<file path="config.mk">
export PLATFORM = sky130hd
export DESIGN_NAME = gpeh_in_stage
export DESIGN_NICKNAME = d
export VERILOG_FILES = /design/src/hw/rtl/gpeh_pkg.sv /design/src/hw/rtl/gpeh_in_stage.sv
export SDC_FILE = /design/constraint.sdc
export NUM_CORES = 1
export LEC_CHECK = 0
export BUFFER_PORTS_ARGS = -buffer_cell sky130_fd_sc_hd__buf_2
export CORE_MARGIN = 4
export CORE_UTILIZATION = 36
export CTS_BUF_LIST = sky130_fd_sc_hd__clkbuf_8 sky130_fd_sc_hd__clkbuf_16
export CTS_CLUSTER_DIAMETER = 30
export DETAILED_ROUTE_END_ITERATION = 7
export PLACE_DENSITY = 0.73
export SLEW_MARGIN = 20
export SYNTH_ARGS = -nofsm -noshare
export SYNTH_HDL_FRONTEND = slang
export SYNTH_SLANG_ARGS = --single-unit
export TNS_END_PERCENT = 100
</file>
<file path="constraint.sdc">
create_clock -name clk_i -period 1.3 [get_ports clk_i]
set_input_delay 0.26 -clock clk_i [delete_from_list [all_inputs] [get_ports clk_i]]
set_output_delay 0.26 -clock clk_i [all_outputs]
set_load 0.1 [all_outputs]
</file>
<file path="src/hw/rtl/gpeh_pkg.sv">
// Shared types and GF(2^64) arithmetic for the polynomial evaluation hash.
package gpeh_pkg;

  localparam int unsigned GfWidth = 64;

  // One message block as it travels from the input register to the core.
  typedef struct packed {
    logic [GfWidth-1:0] block;
    logic               last;
  } item_t;

  // Status the core reports to the top level.
  typedef struct packed {
    logic fire;
    logic last;
    logic mid;
  } core_status_t;

  // Product of two field elements modulo x^64 + x^4 + x^3 + x + 1.
  function automatic logic [GfWidth-1:0] gf_mul(input logic [GfWidth-1:0] a,
                                                input logic [GfWidth-1:0] b);
    logic [2*GfWidth-2:0] prod;
    logic [GfWidth-2:0]   high;
    logic [GfWidth+2:0]   fold;
    logic [2:0]           top;
    int                   j;
    prod = '0;
    for (j = 0; j < GfWidth; j++) begin
      if (b[j]) begin
        prod = prod ^ ({{(GfWidth-1){1'b0}}, a} << j);
      end
    end
    // Fold the upper half back with x^64 = x^4 + x^3 + x + 1; the three bits
    // that spill past bit 63 are folded a second time.
    high = prod[2*GfWidth-2:GfWidth];
    fold = {3'b0, prod[GfWidth-1:0]} ^ {4'b0, high} ^ {3'b0, high, 1'b0}
         ^ {1'b0, high, 3'b0} ^ {high, 4'b0};
    top  = fold[GfWidth+2:GfWidth];
    gf_mul = fold[GfWidth-1:0] ^ {{(GfWidth-3){1'b0}}, top}
           ^ {{(GfWidth-4){1'b0}}, top, 1'b0} ^ {{(GfWidth-6){1'b0}}, top, 3'b0}
           ^ {{(GfWidth-7){1'b0}}, top, 4'b0};
  endfunction

endpackage

</file>
<file path="src/hw/rtl/gpeh_in_stage.sv">
// Input register that captures one message block per transaction.
module gpeh_in_stage (
  input  logic           clk_i,
  input  logic           rst_ni,
  input  logic           in_valid_i,
  output logic           in_stall_o,
  input  gpeh_pkg::item_t item_i,
  input  logic           advance_i,
  output logic           valid_o,
  output gpeh_pkg::item_t item_o
);

  logic            valid_q, valid_d;
  logic            accept;
  gpeh_pkg::item_t item_q;

  assign in_stall_o = valid_q && !advance_i;
  assign accept     = in_valid_i && !in_stall_o;
  assign valid_d    = accept || (valid_q && !advance_i);

  always_ff @(posedge clk_i or negedge rst_ni) begin
    if (!rst_ni) begin
      valid_q <= 1'b0;
    end else begin
      valid_q <= valid_d;
    end
  end

  always_ff @(posedge clk_i) begin
    if (accept) begin
      item_q <= item_i;
    end
  end

  assign valid_o = valid_q;
  assign item_o  = item_q;

endmodule

</file>
==> results_dict.tcl, run 1 <==
set metrics [dict create \
    setup_viol 66 \
    fillers 287 \
    power.switching_fraction 0.3144 \
    syn_nets 139 \
    synth_area_leader_cell "edfxtp_1" \
    slew_viol_final 0 \
    worst-setup-path-type "reg -> reg" \
    p_int_uw 3882 \
    cts_sinks 66 \
    synth.top_cell.area_share 0.9714 \
    avgSynthCellArea_um2 28.71 \
    p_clk_frac 0.276 \
    drt_pass1_iterations 4 \
    multiInputGateArea_um2 28.78 \
    tightest_slew_ns 0.2229 \
    die_width_um 82.71 \
    cts_buffers 9 \
    port-buffer-count 135 \
    rows 26 \
    start_util 0.3813 \
    synth_cell_types 6 \
    finalCritPeriodShare 1.059 \
    grt_overflow 0 \
    wl_per_cell_um 19.66 \
    grt_start_max_net_pins 26 \
    first_global_vias 1357 \
    grt_pass1_wl_um 7672 \
    rsz0062_at_grt "true" \
    wl_um 5918 \
    cts_htree_levels 3 \
    skew_ns 0.01051 \
    drive_gt1_frac 0.6970 \
    finalWeightedCongestion 0.6836 \
    crit_path_max_fanout 11 \
    synth_cells 70 \
    post_dp_cell_area_um2 3845 \
    slew_headroom 0.8514 \
    cts_tree "built" \
    grt_usage 0.1669 \
    finish.utilization 0.7830 \
    final_common_cell "buf_12" \
    tns_ns -3.409 \
    io-pin-count 136 \
    p_per_area_nw_per_um2 1372 \
    crit_arrival_ns 1.42 \
    drv_cap 0 \
    synth_seq_area_share 0.9838 \
    final_area_um2 4126 \
    seqCellArea_um2 1981 \
    comb_power_share 0.268 \
    fin_crit_ns 1.376 \
    clk_pin_slew_ns 0.07 \
    hold_class "in -> reg" \
    syn2layout_area_growth_pct 105.4 \
    ys_warn_count 0 \
    synth.area.top_cells "edfxtp_1, dfrtp_1, nand2b_4" \
    ir_drop_v 0.0008450 \
    p_seq_frac 0.456 \
    final_nets 296 \
    coreArea_um2 5270 \
    via_per_inst 4.389 \
    critPathCaptureType "register" \
    die_h_um 82.71 \
    violations "setup timing" \
    vias 1321 \
    antenna_found_initial 0 \
    startpoint_type "register" \
    final-hold-violation-count 0 \
    syn-cell-area_um2 2009 \
    cp.required_ns 1.35 \
    worst_slack_ns -0.07619 \
    mostFrequentLayoutCells "buf_12, buf_2, edfxtp_1, clkbuf_8, buf_4" \
    diodes 0 \
    power_switching_uw 1780 \
    post-route-drc-count 0 \
    fmax_mhz 726.6 \
    whs_ns 0.1000 \
    synth-seq-cells 66 \
    drt_iter0_drc 51 \
    preCtsSetupSlack_ns 0.01391 \
    cts_buffer_depth 2 \
    die-area_um2 6841 \
    clockRootBuffer "clkbuf_8" \
    drtAntennaViolNets 0 \
    clock_latency_ns 0.33 \
    leakage_uw 0.001730 \
    status "complete, but fails checks" \
]
==> cells by family after synthesis <==
logic type    after synthesis  synth area share
flops                      66            0.9838
buf+inv                     1          0.001866
simple gates                3           0.01432
==> synthesized netlist by cell type <==
cell      number
inv_1          1
and2_4         1
edfxtp_1      65
nand2b_4       1
dfrtp_1        1
nand2b_1       1
==> flip-flops by register name, indices dropped and copies added, names as in the netlist <==
name,count
valid_o,1
item_o,65
==> layer usage <==
metal / vias up / part of all wire / GRT usage
met5: - / 0 / 0
met2: 84 / 0.57 / 0.3005
li1: 596 / - / -
met4: 0 / 0.0093 / 0.07843
met1: 633 / 0.32 / 0.1693
met3: 8 / 0.10 / 0.06291
==> critical path: stages, from the launching register on <==
cell and delay (ns):
dfrtp_4 0.50, nand2b_4 0.10, and2_4 0.28, clkbuf_16 0.21
==> timing repair <==
action | 4_1_cts | 5_1_grt
gates cloned | 0 | 4
buffers inserted | 0 | 1
setup endpoints to repair | 1 | 50
pin swaps | 0 | 1
endpoints found under the hold margin | 1 | 0
resized for setup | 2 | 0
hold buffers | 1 | 0
==> power by group through the flow <==
stage / Clock [uW] / Sequential (uW) / Combinational [uW]
after floorplan: 0 / 3370 / 61.8
after global placement: 0 / 2620 / 1450
after detailed placement: 0 / 2630 / 1480
after CTS: 1600 / 2580 / 1490
after global routing: 1730 / 2590 / 1550
final: 1560 / 2580 / 1520
==> path summary, 6_finish.rpt <==
| path | from | to | slack (ns) | depth (start not counted) |
|---|---|---|---|---|
| min in group asynchronous | rst_ni | valid_o | 0.26 | 2 |
| hold reg to reg | valid_o | valid_o | 0.74 | 3 |
| setup reg to reg | valid_o | item_o[22] | -0.08 | 3 |
| hold / removal | item_i[20] | item_o[20] | 0.10 | 1 |
| setup / recovery | valid_o | item_o[22] | -0.08 | 3 |
| max in group asynchronous | rst_ni | valid_o | 0.94 | 2 |
==> through the flow <==
stage	total power [uW]	cells
CTS	5674	296
detailed placement	4109	280
floorplan	3429	70
global route	5872	301
finish	5662	301
global placement	4073	280
==> area by class of cell <==
| type | instances | share of cell area |
|---|---|---|
| inverters | 1 | 0.001516 |
| multi-input cells | 3 | 0.006974 |
| clock buffers | 9 | 0.03002 |
| clock inverters | 6 | 0.01243 |
| well taps | 70 | 0.02122 |
| flip-flops and latches | 66 | 0.4800 |
| repair buffers | 146 | 0.4478 |
No activity file was read; power rests on OpenSTA's default activity.
==> run 2, diff against run 1 <==
--- a/config.mk
+++ b/config.mk
@@ -11,6 +11,7 @@
 export CTS_BUF_LIST = sky130_fd_sc_hd__clkbuf_8 sky130_fd_sc_hd__clkbuf_16
 export CTS_CLUSTER_DIAMETER = 30
 export DETAILED_ROUTE_END_ITERATION = 7
+export MAX_ROUTING_LAYER = met4
 export PLACE_DENSITY = 0.73
 export SLEW_MARGIN = 20
 export SYNTH_ARGS = -nofsm -noshare
==> results_dict.tcl, run 2 (synthesis results as in run 1) <==
set metrics [dict create \
    status "complete, but fails checks" \
    violations "setup timing" \
    syn2layout_area_growth_pct 105.4 \
    hold_class "in -> reg" \
    ir_drop_v 0.0008433 \
    die_width_um 82.71 \
    drt_iter0_drc 82 \
    final_common_cell "buf_12" \
    rows 26 \
    final-hold-violation-count 0 \
    skew_ns 0.009615 \
    coreArea_um2 5270 \
    p_per_area_nw_per_um2 1373 \
    clk_pin_slew_ns 0.07 \
    preCtsSetupSlack_ns 0.01391 \
    cp_slowest_cell "dfrtp_4" \
    path_buf_inv 2 \
    grt_pass1_wl_um 7645 \
    port-buffer-count 135 \
    cpPeakStageDelay_ns 0.50 \
    power_switching_uw 1783 \
    grt_overflow 0 \
    p_seq_frac 0.456 \
    post-route-drc-count 0 \
    cts_buffer_depth 2 \
    wl_per_cell_um 19.53 \
    leakage_uw 0.001730 \
    cts_sinks 66 \
    cts_buffers 9 \
    comb_power_share 0.268 \
    drv_cap 0 \
    clockRootBuffer "clkbuf_8" \
    r2r_slack_ns -0.07 \
    p_clk_frac 0.276 \
    drt_pass1_iterations 4 \
    die_h_um 82.71 \
    vias 1315 \
    cp.required_ns 1.04 \
    drtAntennaViolNets 0 \
    final_nets 296 \
    start_util 0.3813 \
    finalWeightedCongestion 0.6906 \
    crit_end "in_stall_o" \
    grt_usage 0.1710 \
    worst-setup-path-type "reg -> out" \
    critPathCaptureType "output pin" \
    rsz0062_at_grt "true" \
    setup_viol 66 \
    cts_htree_levels 3 \
    die-area_um2 6841 \
    fin_crit_ns 1.374 \
    cts_tree "built" \
    crit_path_max_fanout 3 \
    largest_reg_flops 65 \
    ff2ff_path_depth 3 \
    crit_family "flip-flops" \
    crit_arrival_ns 1.11 \
    grt_start_max_net_pins 26 \
    finalCritPeriodShare 1.057 \
    via_per_inst 4.369 \
    first_global_vias 1363 \
    worstHoldStart "item_i[20]" \
    power.switching_fraction 0.3147 \
    crit_chain "nand2b_4 -> inv_4 -> buf_12" \
    r2r_start "valid_o" \
    tightest_slew_ns 0.2176 \
    diodes 0 \
    io-pin-count 136 \
    slew_viol_final 0 \
    worst_slack_ns -0.07426 \
    p_total_uw 5665 \
    antenna_found_initial 0 \
    r2r-end "item_o[53]" \
    wl_um 5879 \
    mostFrequentLayoutCells "buf_12, buf_2, edfxtp_1, clkbuf_8, buf_4" \
    drive_gt1_frac 0.6970 \
    clock_latency_ns 0.33 \
    slew_headroom 0.8549 \
    crit_cells 3 \
    startpoint_type "register" \
    fmax_mhz 727.7 \
    p_int_uw 3882 \
    startpoint "valid_o" \
]
[run 2: layout make-up]
type,instances,area (um^2)
sequential,66,1981
timing repair buffer,146,1848
fill,287,1144
clock buffer,9,123.9
tap,70,87.58
clock inverter,6,51.30
multi-input combinational,3,28.78
inverter,1,6.256
[run 2: how the worst min path moves through the flow]
stage | endpoint | cells after the start | slack [ns]
floorplan | valid_o | 0 | -0.04
global placement | valid_o | 1 | 0.03
detailed placement | valid_o | 1 | 0.04
CTS | item_o[58] | 1 | 0.08
global route | item_o[1] | 1 | 0.07
finish | item_o[20] | 1 | 0.10
[run 2: what timing repair did]
| action | CTS | global route |
|---|---|---|
| resized for setup | 2 | 0 |
| setup endpoints to repair | 1 | 50 |
| hold buffers | 1 | 0 |
| buffers inserted | 0 | 1 |
| cloned | 0 | 4 |
| pin swaps | 0 | 1 |
| endpoints found under the hold margin | 1 | 0 |
[run 2: power groups by stage]
stage	Combinational, uW	Clock, uW	Sequential, uW
floorplan	61.8	0	3370
global placement	1450	0	2620
detailed placement	1480	0	2630
CTS	1490	1600	2580
global route	1550	1730	2590
finish	1520	1560	2580
[run 2: per-layer routing]
metal / track usage / up-vias / part of all wire / wire (um)
li1: - / 595 / - / -
met1: 0.1751 / 635 / 0.33 / 1940
met5: - / - / 0 / 0
met2: 0.2997 / 81 / 0.57 / 3333
met3: 0.06182 / 4 / 0.098 / 578
met4: 0.06373 / 0 / 0.0046 / 27
[run 2: stage by stage]
stage | utilization | hold slack (ns) | TNS (ns) | std cells | area (um^2)
after floorplan | - | -0.03557 | -23.94 | 70 | 2013
after global placement | 0.7296 | 0.03463 | 0 | 280 | 3845
after detailed placement | 0.7296 | 0.04214 | 0 | 280 | 3845
after CTS | 0.7652 | 0.08491 | -0.2449 | 296 | 4033
after global routing | 0.7830 | 0.07235 | -5.383 | 301 | 4126
final | 0.7830 | 0.1023 | -3.135 | 301 | 4126
